--- src/renv_pkg.sv ---
package renv_pkg;

   // Field and datapath widths
   localparam int SAMPLE_BITS = 24;
   localparam int COEF_BITS   = 24;
   localparam int LEVEL_BITS  = 24;
   localparam int GAIN_BITS   = 16;
   localparam int GAIN_FRAC   = 12;

   // Shared serial multiplier: multiplier width covers both gain and coefficients
   localparam int MUL_BITS    = (COEF_BITS > GAIN_BITS) ? COEF_BITS : GAIN_BITS;
   localparam int MCAND_BITS  = ((SAMPLE_BITS > LEVEL_BITS) ? SAMPLE_BITS : LEVEL_BITS) + 1;
   localparam int ACC_BITS    = MCAND_BITS + 1;
   localparam int PROD_BITS   = ACC_BITS + MUL_BITS;
   localparam int CNT_BITS    = $clog2(MUL_BITS);

   // Configuration port
   localparam int CSR_INDEX_BITS = 3;
   localparam int CSR_DATA_BITS  = MUL_BITS;

   localparam logic [CSR_INDEX_BITS-1:0] CSR_MODE              = 3'd0;
   localparam logic [CSR_INDEX_BITS-1:0] CSR_INPUT_GAIN        = 3'd1;
   localparam logic [CSR_INDEX_BITS-1:0] CSR_ATTACK_COEF       = 3'd2;
   localparam logic [CSR_INDEX_BITS-1:0] CSR_RELEASE_COEF      = 3'd3;
   localparam logic [CSR_INDEX_BITS-1:0] CSR_FAST_RELEASE_COEF = 3'd4;
   localparam logic [CSR_INDEX_BITS-1:0] CSR_SLOW_COEF         = 3'd5;

   localparam logic                  MODE_FIXED = 1'b0;
   localparam logic                  MODE_AUTO  = 1'b1;
   localparam logic [GAIN_BITS-1:0]  GAIN_RESET = 16'd4096;
   localparam logic [LEVEL_BITS-1:0] LEVEL_MAX  = {LEVEL_BITS{1'b1}};

   typedef struct packed {
      logic                 mode;
      logic [GAIN_BITS-1:0] input_gain;
      logic [COEF_BITS-1:0] attack_coef;
      logic [COEF_BITS-1:0] release_coef;
      logic [COEF_BITS-1:0] fast_release_coef;
      logic [COEF_BITS-1:0] slow_coef;
   } cfg_type;

   typedef struct packed {
      logic busy;
      logic done;
   } mul_stat_type;

endpackage

--- src/renv_csr.sv ---
module renv_csr
   import renv_pkg::*;
(
   input  logic                      clock,
   input  logic                      reset,
   input  logic                      csr_write_en,
   input  logic [CSR_INDEX_BITS-1:0] csr_index,
   input  logic [CSR_DATA_BITS-1:0]  csr_wdata,
   output cfg_type                   cfg
);

   cfg_type cfg_ff;
   cfg_type cfg_in;

   // Decode write, keep only the register's own bits, drop unknown indexes
   always_comb begin
      cfg_in = cfg_ff;
      if (csr_write_en) begin
         unique case (csr_index)
            CSR_MODE:              cfg_in.mode              = csr_wdata[0];
            CSR_INPUT_GAIN:        cfg_in.input_gain        = csr_wdata[GAIN_BITS-1:0];
            CSR_ATTACK_COEF:       cfg_in.attack_coef       = csr_wdata[COEF_BITS-1:0];
            CSR_RELEASE_COEF:      cfg_in.release_coef      = csr_wdata[COEF_BITS-1:0];
            CSR_FAST_RELEASE_COEF: cfg_in.fast_release_coef = csr_wdata[COEF_BITS-1:0];
            CSR_SLOW_COEF:         cfg_in.slow_coef         = csr_wdata[COEF_BITS-1:0];
            default:               cfg_in = cfg_ff;
         endcase
      end
   end

   always_ff @(posedge clock) begin
      if (reset) begin
         cfg_ff.mode              <= MODE_FIXED;
         cfg_ff.input_gain        <= GAIN_RESET;
         cfg_ff.attack_coef       <= '0;
         cfg_ff.release_coef      <= '0;
         cfg_ff.fast_release_coef <= '0;
         cfg_ff.slow_coef         <= '0;
      end else begin
         cfg_ff <= cfg_in;
      end
   end

   assign cfg = cfg_ff;

endmodule

--- src/renv_serial_mul.sv ---
module renv_serial_mul
   import renv_pkg::*;
(
   input  logic                         clock,
   input  logic                         reset,
   input  logic                         start,
   input  logic signed [MCAND_BITS-1:0] mcand,
   input  logic        [MUL_BITS-1:0]   mplier,
   output mul_stat_type                 stat,
   output logic signed [PROD_BITS-1:0]  product
);

   logic                         busy_ff, busy_in;
   logic                         done_ff, done_in;
   logic [CNT_BITS-1:0]          cnt_ff, cnt_in;
   logic signed [MCAND_BITS-1:0] mcand_ff, mcand_in;
   logic signed [ACC_BITS-1:0]   hi_ff, hi_in;
   logic [MUL_BITS-1:0]          lo_ff, lo_in;
   logic signed [ACC_BITS-1:0]   sum;

   // Add multiplicand on a set multiplier bit, then shift the pair right
   always_comb begin
      sum      = hi_ff + (lo_ff[0] ? ACC_BITS'(mcand_ff) : ACC_BITS'(0));
      busy_in  = busy_ff;
      done_in  = 1'b0;
      cnt_in   = cnt_ff;
      mcand_in = mcand_ff;
      hi_in    = hi_ff;
      lo_in    = lo_ff;
      if (start) begin
         busy_in  = 1'b1;
         cnt_in   = CNT_BITS'(MUL_BITS - 1);
         mcand_in = mcand;
         hi_in    = '0;
         lo_in    = mplier;
      end else if (busy_ff) begin
         hi_in  = {sum[ACC_BITS-1], sum[ACC_BITS-1:1]};
         lo_in  = {sum[0], lo_ff[MUL_BITS-1:1]};
         cnt_in = cnt_ff - 1'b1;
         if (cnt_ff == '0) begin
            busy_in = 1'b0;
            done_in = 1'b1;
         end
      end
   end

   always_ff @(posedge clock) begin
      if (reset) begin
         busy_ff <= 1'b0;
         done_ff <= 1'b0;
         cnt_ff  <= '0;
      end else begin
         busy_ff <= busy_in;
         done_ff <= done_in;
         cnt_ff  <= cnt_in;
      end
      mcand_ff <= mcand_in;
      hi_ff    <= hi_in;
      lo_ff    <= lo_in;
   end

   assign stat.busy = busy_ff;
   assign stat.done = done_ff;
   assign product   = {hi_ff, lo_ff};

   a_start_when_free: assert property (@(posedge clock) disable iff (reset)
      start |-> !busy_ff)
      else $error("multiplier started while busy");

   a_done_follows_busy: assert property (@(posedge clock) disable iff (reset)
      done_ff |-> $past(busy_ff))
      else $error("multiplier done without a running product");

   a_last_step: assert property (@(posedge clock) disable iff (reset)
      (busy_ff && cnt_ff == '0 && !start) |=> (done_ff && !busy_ff))
      else $error("multiplier did not finish after its last step");

endmodule

--- src/rectifier_envelope_detector.sv ---
// Rectifier envelope detector.
// Input channel req_*: one signed sample per transaction, taken when req_valid is
// high and req_stall is low. Result channel rsp_*: one envelope value per sample,
// taken when rsp_valid is high and rsp_stall is low.
// Configuration csr_*: a write lands on every edge with csr_write_en high; write
// only while no transaction is in flight. Indexes above 5 are ignored.
// All products go through one bit-serial shift-add multiplier that retires one
// multiplier bit per cycle. Fixed mode needs two products (rectifier gain, one
// smoothing step), auto mode three (gain, fast branch, slow branch).
// The block returns to idle as the result is registered and can take the next
// sample in the cycle after.
// The result register parts the channels: a new sample is accepted while an
// earlier result waits; if it is still stalled when the next result is ready,
// the block holds that result internally and keeps req_stall high.
// Synchronous reset clears all levels to zero, restores the register defaults
// (gain 1.0, fixed mode, zero coefficients) and empties the result register.
module rectifier_envelope_detector
   import renv_pkg::*;
(
   input  logic                          clock,
   input  logic                          reset,
   input  logic                          req_valid,
   output logic                          req_stall,
   input  logic signed [SAMPLE_BITS-1:0] req_sample,
   output logic                          rsp_valid,
   input  logic                          rsp_stall,
   output logic [LEVEL_BITS-1:0]         rsp_envelope,
   input  logic                          csr_write_en,
   input  logic [CSR_INDEX_BITS-1:0]     csr_index,
   input  logic [CSR_DATA_BITS-1:0]      csr_wdata
);

   localparam logic [2:0] ST_IDLE = 3'd0;
   localparam logic [2:0] ST_RECT = 3'd1;
   localparam logic [2:0] ST_PREP = 3'd2;
   localparam logic [2:0] ST_SM1  = 3'd3;
   localparam logic [2:0] ST_SM2  = 3'd4;
   localparam logic [2:0] ST_FIN  = 3'd5;

   cfg_type                      cfg;
   mul_stat_type                 mul_stat;
   logic                         mul_start;
   logic signed [MCAND_BITS-1:0] mul_mcand;
   logic [MUL_BITS-1:0]          mul_mplier;
   logic signed [PROD_BITS-1:0]  mul_product;

   logic [2:0]            state_ff, state_in;
   logic [LEVEL_BITS-1:0] rect_ff, rect_in;
   logic [LEVEL_BITS-1:0] target_ff, target_in;
   logic [LEVEL_BITS-1:0] main_ff, main_in;
   logic [LEVEL_BITS-1:0] fast_ff, fast_in;
   logic [LEVEL_BITS-1:0] slow_ff, slow_in;
   logic                  rsp_valid_ff, rsp_valid_in;
   logic [LEVEL_BITS-1:0] rsp_envelope_ff, rsp_envelope_in;

   logic [SAMPLE_BITS-1:0] sample_u;
   logic [SAMPLE_BITS-1:0] mag;
   logic                   rect_sat;
   logic [LEVEL_BITS-1:0]  rect_val;
   logic [LEVEL_BITS-1:0]  new_level;
   logic                   out_free;
   logic                   rect_op;
   logic [LEVEL_BITS-1:0]  old_sel;
   logic [LEVEL_BITS-1:0]  target_sel;
   logic [COEF_BITS-1:0]   coef_sel;
   logic signed [LEVEL_BITS:0] diff;

   renv_csr u_csr (
      .clock        (clock),
      .reset        (reset),
      .csr_write_en (csr_write_en),
      .csr_index    (csr_index),
      .csr_wdata    (csr_wdata),
      .cfg          (cfg)
   );

   renv_serial_mul u_mul (
      .clock   (clock),
      .reset   (reset),
      .start   (mul_start),
      .mcand   (mul_mcand),
      .mplier  (mul_mplier),
      .stat    (mul_stat),
      .product (mul_product)
   );

   always_comb begin
      // Magnitude of the sample; the most negative value maps to 2^(SAMPLE_BITS-1)
      sample_u = req_sample;
      mag      = sample_u[SAMPLE_BITS-1] ? (~sample_u + 1'b1) : sample_u;

      // Drop the gain fraction and saturate the rectified level
      rect_sat = |mul_product[PROD_BITS-1:LEVEL_BITS+GAIN_FRAC];
      rect_val = rect_sat ? LEVEL_MAX : mul_product[LEVEL_BITS+GAIN_FRAC-1:GAIN_FRAC];

      // Smoothing step: target + floor(coef * (old - target) / ONE)
      new_level = target_ff + mul_product[COEF_BITS +: LEVEL_BITS];

      out_free = !rsp_valid_ff || !rsp_stall;

      state_in        = state_ff;
      rect_in         = rect_ff;
      target_in       = target_ff;
      main_in         = main_ff;
      fast_in         = fast_ff;
      slow_in         = slow_ff;
      rsp_valid_in    = rsp_valid_ff && rsp_stall;
      rsp_envelope_in = rsp_envelope_ff;
      mul_start       = 1'b0;
      rect_op         = 1'b0;
      old_sel         = main_ff;
      target_sel      = rect_ff;
      coef_sel        = cfg.attack_coef;

      unique case (state_ff)
         ST_IDLE: begin
            // Take the sample and start the gain product
            if (req_valid) begin
               mul_start = 1'b1;
               rect_op   = 1'b1;
               state_in  = ST_RECT;
            end
         end
         ST_RECT: begin
            if (mul_stat.done) begin
               rect_in  = rect_val;
               state_in = ST_PREP;
            end
         end
         ST_PREP: begin
            // Pick the branch and coefficient of the first smoothing step
            mul_start = 1'b1;
            if (cfg.mode == MODE_FIXED) begin
               old_sel    = main_ff;
               target_sel = rect_ff;
               coef_sel   = (rect_ff > main_ff) ? cfg.attack_coef : cfg.release_coef;
            end else if (rect_ff > fast_ff) begin
               old_sel    = fast_ff;
               target_sel = rect_ff;
               coef_sel   = cfg.attack_coef;
            end else begin
               old_sel    = fast_ff;
               target_sel = '0;
               coef_sel   = cfg.fast_release_coef;
            end
            target_in = target_sel;
            state_in  = ST_SM1;
         end
         ST_SM1: begin
            if (mul_stat.done) begin
               if (cfg.mode == MODE_FIXED) begin
                  main_in  = new_level;
                  state_in = ST_FIN;
               end else begin
                  // Commit the fast branch, start the slow branch
                  fast_in    = new_level;
                  mul_start  = 1'b1;
                  old_sel    = slow_ff;
                  target_sel = rect_ff;
                  coef_sel   = cfg.slow_coef;
                  target_in  = rect_ff;
                  state_in   = ST_SM2;
               end
            end
         end
         ST_SM2: begin
            if (mul_stat.done) begin
               slow_in  = new_level;
               main_in  = (fast_ff > new_level) ? fast_ff : new_level;
               state_in = ST_FIN;
            end
         end
         ST_FIN: begin
            // Hold until the result register is free
            if (out_free) begin
               rsp_valid_in    = 1'b1;
               rsp_envelope_in = main_ff;
               state_in        = ST_IDLE;
            end
         end
         default: state_in = ST_IDLE;
      endcase

      diff       = {1'b0, old_sel} - {1'b0, target_sel};
      mul_mcand  = rect_op ? MCAND_BITS'(mag) : MCAND_BITS'(diff);
      mul_mplier = rect_op ? MUL_BITS'(cfg.input_gain) : MUL_BITS'(coef_sel);
   end

   always_ff @(posedge clock) begin
      if (reset) begin
         state_ff     <= ST_IDLE;
         main_ff      <= '0;
         fast_ff      <= '0;
         slow_ff      <= '0;
         rsp_valid_ff <= 1'b0;
      end else begin
         state_ff     <= state_in;
         main_ff      <= main_in;
         fast_ff      <= fast_in;
         slow_ff      <= slow_in;
         rsp_valid_ff <= rsp_valid_in;
      end
      rect_ff         <= rect_in;
      target_ff       <= target_in;
      rsp_envelope_ff <= rsp_envelope_in;
   end

   assign req_stall    = (state_ff != ST_IDLE);
   assign rsp_valid    = rsp_valid_ff;
   assign rsp_envelope = rsp_envelope_ff;

   a_accept_starts: assert property (@(posedge clock) disable iff (reset)
      (req_valid && !req_stall) |=> (state_ff == ST_RECT && mul_stat.busy))
      else $error("accepted transaction did not start the gain product");

   a_idle_mul_free: assert property (@(posedge clock) disable iff (reset)
      (state_ff == ST_IDLE) |-> !mul_stat.busy)
      else $error("multiplier busy while idle");

   a_fin_loads: assert property (@(posedge clock) disable iff (reset)
      (state_ff == ST_FIN && (!rsp_valid_ff || !rsp_stall))
      |=> (rsp_valid_ff && state_ff == ST_IDLE && rsp_envelope_ff == main_ff))
      else $error("finished result not loaded into the output register");

endmodule

--- config.mk ---
export PLATFORM = sky130hd
export DESIGN_NAME = rectifier_envelope_detector
export DESIGN_NICKNAME = d
export VERILOG_FILES = /design/src/renv_pkg.sv /design/src/renv_csr.sv /design/src/renv_serial_mul.sv /design/src/rectifier_envelope_detector.sv
export SDC_FILE = /design/constraint.sdc
export NUM_CORES = 1
export LEC_CHECK = 0
export BUFFER_PORTS_ARGS = -buffer_cell sky130_fd_sc_hd__buf_4
export CAP_MARGIN = 0
export CORE_MARGIN = 3
export CORE_UTILIZATION = 60
export DETAILED_ROUTE_END_ITERATION = 6
export GPL_ROUTABILITY_DRIVEN = 0
export GPL_TIMING_DRIVEN = 0
export PLACE_DENSITY = 0.86
export SKIP_LAST_GASP = 1
export SYNTH_ARGS = -nofsm -noshare
export SYNTH_HDL_FRONTEND = slang
export SYNTH_SLANG_ARGS = --single-unit
export TNS_END_PERCENT = 5
--- constraint.sdc ---
create_clock -name clock -period 5.1 [get_ports clock]
set_input_delay 0.765 -clock clock [delete_from_list [all_inputs] [get_ports clock]]
set_output_delay 0.765 -clock clock [all_outputs]
set_load 0.02 [all_outputs]
==> out/metrics.yaml, run 1 <==
start_util: 0.610
dpl.hpwl_mm: 46.0
area_growth_pct: 13.1
synthesis.nets: 2529
layout_common_cells: "nand2_1 (431), a21oi_1 (259), dfxtp_1 (220)"
crit_arrival_ps: 5270
instances_no_fill: 2913
insertion_delay_ps: 530
die-area_um2: 35400
fin_ws_ps: 86.7
combinationalPowerShare: 0.222
grt_pass1_wl_mm: 95.1
dieHeight_um: 188
drtAntennaViolNets: 0
root_buffer: "clkbuf_16"
grt-ovfl-total: 0
cts_max_level: 2
status: "completed"
netlist_top_cells_area: "dfxtp_1 (22%), edfxtp_1 (18%), ha_1 (9.6%), nand2_1 (8.2%), a21oi_1 (6.6%)"
clk_path_buf_depth: 3
cts_sinks: 342
synth-edff-count: 121
synth_top_area_cell: "dfxtp_1"
max_cap_violations: 0
synth-main-ff-cell: "dfxtp_1"
path_class: "reg -> reg"
drtIter0Drc: 2563
pre_cts_slack_ps: -653
wl_mm: 62.2
end_kind: "flop"
final_max_slew_viol_count: 0
dr.pass1.iters: 7
diodes: 0
place_inst: 2843
drc: 0
min_path_type: "reg -> reg"
whs_ps: 449
synth.distinct_cells: 74
crit_fanout: 10
wl_per_cell_um: 21.3
rsz0062_at_grt: "yes"
setup_viol: 0
drive_gt1_frac: 0.0963
final_nets: 2655
p_sw_frac: 0.306
viasPerCell: 6.53
period_minus_slack_ps: 5010
grt_use_total: 0.334
seqCellArea_um2: 8060
fin_crit_sh: 0.983
vias: 19011
worstMarginPinSlew_ps: 1210
power_density_nw_per_um2: 331
cts_tree: "built"
fmax_ghz: 0.199
layout_commonest_cell: "nand2_1"
syn_area_um2: 19900
peakVddDrop_v: 0.000443
grt_antenna_before_repair: 0
ys.warnings.count: 0
p_switching_mw: 2.28
ios: 82
core_um2: 32600
io_buffers: 81
synthCells: 2318
rows: 66
final_util: 0.690
startpoint_type: "flop"
yosysSeqAreaShare: 0.405
multiInputGateArea_um2: 11200
p_seq_frac: 0.422
critical_path_required_ps: 5360
fin_worst_skew_ps: 21.2
async_flop_share: 0
cts_hold_buf: 0
synth.avg_cell_area_um2: 8.58
max_slew_margin: 0.188
p_leak_nw: 8.52
fillers: 2445
first_global_vias: 18204
cts_buffers: 36
p_int_mw: 5.17
pwr-share-clk: 0.356
clkTransAtPathRegs_ps: 60
hold_viol_final: 0
yosysTopAreaCellShare: 0.222
die_w_um: 188
ys_ff_latch: 342
grt_max_degree: 35
fin_total_pwr_mw: 7.45
[cells in the mapped netlist (all sizes together), types with 41 or more instances]
cell	n
a21oi	261
o21ai	75
xnor2	55
nand2	432
edfxtp	121
clkbuf	108
inv	101
ha	152
nor2b	41
nor2	119
a211oi	58
dfxtp	221
[critical path, cell delays in order, from the launching register on]
cell	delay, ps
edfxtp_1	500
ha_1	320
and3_1	180
a221o_1	370
a221oi_2	330
nand2_1	180
o21a_1	210
buf_2	180
or2_4	300
buf_4	180
nand2_1	90
ha_1	300
a21oi_1	160
o21ai_0	140
a211oi_2	370
o41ai_2	180
a21o_1	210
a21oi_1	180
xor2_1	250
o21ai_0	110
[metal layers]
layer,wire length [µm],up-vias,GRT usage
met5,0,-,0
met4,4310,0,0.202
met3,6460,332,0.0572
met2,28600,1304,0.550
met1,22900,8814,0.409
li1,-,8561,-
[final cells by class]
class / count / share of cell area
Timing Repair Buffer: 90 / 0.0305
Multi-Input combinational cell: 1750 / 0.496
Clock buffer: 47 / 0.0436
Clock inverter: 18 / 0.00829
Buffer: 123 / 0.0220
Tap cell: 442 / 0.0246
Sequential cell: 342 / 0.358
Inverter: 101 / 0.0168
[kinds of logic (layout without fill, tap and decap cells)]
group           after synthesis  count (layout)  share of synthesized area
mux                          36              36                     0.0186
simple gates                825             825                      0.190
xor+xnor                     77              77                     0.0339
compound gates              657             657                      0.210
flops                       342             342                      0.405
buf+inv                     226             379                     0.0437
fa+ha+maj                   155             155                     0.0986
[power by group through the flow]
stage               logic, mW  registers (mW)  clock network, mW
finish                   1.66            3.14               2.65
CTS                      1.59            3.13               2.65
global placement         1.49            3.19                  0
floorplan                1.12            3.13                  0
detailed placement       1.56            3.19                  0
global route             1.79            3.15               2.75
[worst paths after layout]
check | endpoint | from | cells after the start | slack (ps)
worst min register to register | u_csr.cfg[34] | u_csr.cfg[34] | 2 | 450
worst max-delay path | u_mul.mcand_ff[15] | rect_ff[17] | 19 | 90
worst max register to register | u_mul.mcand_ff[15] | rect_ff[17] | 19 | 90
worst min-delay path | u_csr.cfg[34] | u_csr.cfg[34] | 2 | 450
[stage by stage]
| stage | instance area, µm² | TNS (ps) |
|---|---|---|
| global route | 22500 | -333 |
| CTS | 22400 | -92.8 |
| floorplan | 19900 | 0 |
| finish | 22500 | 0 |
| detailed placement | 21100 | -8260 |
| global placement | 21000 | -2780 |
[sequential cells by signal, indices dropped and copies added, names as in the netlist]
| register | cells |
|---|---|
| rsp_envelope | 24 |
| fast_ff | 24 |
| u_mul.mcand_ff | 25 |
| state_ff | 3 |
| u_mul.done_ff | 1 |
| u_mul.hi_ff | 25 |
| rect_ff | 24 |
| rsp_valid | 1 |
| u_mul.busy_ff | 1 |
| u_mul.lo_ff | 24 |
| slow_ff | 24 |
| target_ff | 24 |
| main_ff | 24 |
| u_csr.cfg | 113 |
| u_mul.cnt_ff | 5 |
[repair_timing]
action,in CTS,in global routing
setup buffers,4,3
endpoints found under the hold margin,0,0
setup endpoints to repair,38,37
gates resized for setup,18,28
pin swaps,2,4
Note: power is estimated with default switching activity, not from simulation.
==> run 2, diff against run 1 <==
--- a/config.mk
+++ b/config.mk
@@ -7,6 +7,7 @@
 export LEC_CHECK = 0
 export BUFFER_PORTS_ARGS = -buffer_cell sky130_fd_sc_hd__buf_4
 export CAP_MARGIN = 0
+export CORE_ASPECT_RATIO = 1.1
 export CORE_MARGIN = 3
 export CORE_UTILIZATION = 60
 export DETAILED_ROUTE_END_ITERATION = 6
==> run 2 against run 1 <==
Hold slack lost 0.78 ps. Critical path type unchanged. Clock skew is essentially flat. Utilization grew 0.33 points.
==> out/metrics.yaml, run 2 (same netlist as run 1, synthesis figures left out) <==
cts_hold_buf: 0
drtAntennaViolNets: 0
io_buffers: 81
min_path_type: "reg -> reg"
cts_buffers: 38
dr.pass1.iters: 7
rows: 69
final_max_slew_viol_count: 0
grt_use_total: 0.332
cts_tree: "built"
largest_reg_flops: 113
dpl.hpwl_mm: 46.1
whs_path_depth: 2
place_inst: 2828
dieHeight_um: 197
p_leak_nw: 8.55
crit_arrival_ps: 5230
rsz0062_at_grt: "yes"
rr_endpoint: "u_mul.mcand_ff[21]"
fmax_ghz: 0.201
fin_worst_skew_ps: 20.8
clkTransAtPathRegs_ps: 60
wl_mm: 61.5
fin_crit_sh: 0.974
crit_fanout: 10
die-area_um2: 35400
hold_viol_final: 0
path_class: "reg -> reg"
drc: 0
fin_total_pwr_mw: 7.42
layout_commonest_cell: "nand2_1"
period_minus_slack_ps: 4970
r2r_cells: 19
layout_common_cells: "nand2_1 (429), a21oi_1 (259), dfxtp_1 (221)"
max_slew_margin: 0.258
clk_path_buf_depth: 3
grt_use_met3: 0.0561
grt_max_degree: 35
final_util: 0.693
hold_end: "u_csr.cfg[26]"
r2r_slack_ps: 130
area_growth_pct: 13.1
die_w_um: 180
status: "completed"
viasPerCell: 6.53
cts_max_level: 2
grt_antenna_before_repair: 0
max_cap_violations: 0
grt-ovfl-total: 0
wl_per_cell_um: 21.2
worstMarginPinSlew_ps: 1100
start_util: 0.613
grt_pass1_wl_mm: 95.3
ios: 82
tns_ps: 0
peakVddDrop_v: 0.000276
grt.busiest_layer: "met2"
end_kind: "flop"
core_um2: 32500
diodes: 0
vias: 18966
root_buffer: "clkbuf_16"
min_from: "u_csr.cfg[26]"
r2r-start: "rect_ff[19]"
use_met2: 0.562
use_met1: 0.388
setup_viol: 0
first_global_vias: 18525
drtIter0Drc: 2631
drive_gt1_frac: 0.101
instances_no_fill: 2905
power_density_nw_per_um2: 330
insertion_delay_ps: 540
final_nets: 2661
startpoint_type: "flop"
critical_path_required_ps: 5360
cts_sinks: 342
[run 2: worst max-delay path by stage]
stage / start / end / slack (ps) / depth (start not counted)
after floorplan: rect_ff[19] / u_mul.mcand_ff[23] / 530 / 20
after global placement: rect_ff[23] / u_mul.mcand_ff[21] / -420 / 21
after detailed placement: rect_ff[23] / u_mul.mcand_ff[21] / -570 / 21
after CTS: fast_ff[23] / u_mul.mcand_ff[21] / -90 / 21
after global routing: rect_ff[19] / u_mul.mcand_ff[21] / -40 / 19
final: rect_ff[19] / u_mul.mcand_ff[21] / 130 / 19
[run 2: cell type report]
class,count,area (µm²)
sequential,342,8060
inverter,101,379
multi-input combinational,1750,11100
clock inverter,13,73.8
buffer,123,497
clock buffer,56,1090
fill,2492,9960
timing repair buffer,94,721
tap,426,533
[run 2: what timing repair did]
action / in CTS / in global routing
pin swaps: 1 / 13
resized for setup: 14 / 35
buffers inserted: 1 / 9
setup endpoints to repair: 37 / 40
[run 2: worst max-delay path: stages (launching register included)]
cell      delay, ps
edfxtp_1        450
ha_1            330
and3_1          210
a221o_1         370
a221oi_2        350
nand2_2         140
o21a_1          210
clkbuf_4        190
or2_4           290
buf_4           180
nand2_1         140
ha_1            250
nor2b_1         150
o31a_1          300
o21ai_4         220
o22ai_2         150
o221ai_2        220
o21ai_0         140
xnor2_1         270
a21oi_1         110
[run 2: metrics by stage]
stage	instance area, µm²	hold WS, ps	setup slack (ps)
after floorplan	19900	431	529
after global placement	21000	437	-420
after detailed placement	21100	442	-570
after CTS	22300	451	-89.7
after global routing	22500	469	-44.8
final	22500	449	133
[run 2: layer usage]
metal | vias to the layer above | wire (µm) | share of wire
met3 | 369 | 5790 | 0.094
met4 | 0 | 5210 | 0.085
met1 | 8823 | 22000 | 0.36
met2 | 1174 | 28500 | 0.46
li1 | 8600 | - | -
met5 | - | 0 | 0
[run 2: report_power, final]
group / switching [mW] / leakage, nW / internal [mW]
clock network: 1.13 / 0.579 / 1.49
logic: 1.02 / 5.05 / 0.636
registers: 0.122 / 2.92 / 3.02
total: 2.28 / 8.55 / 5.14
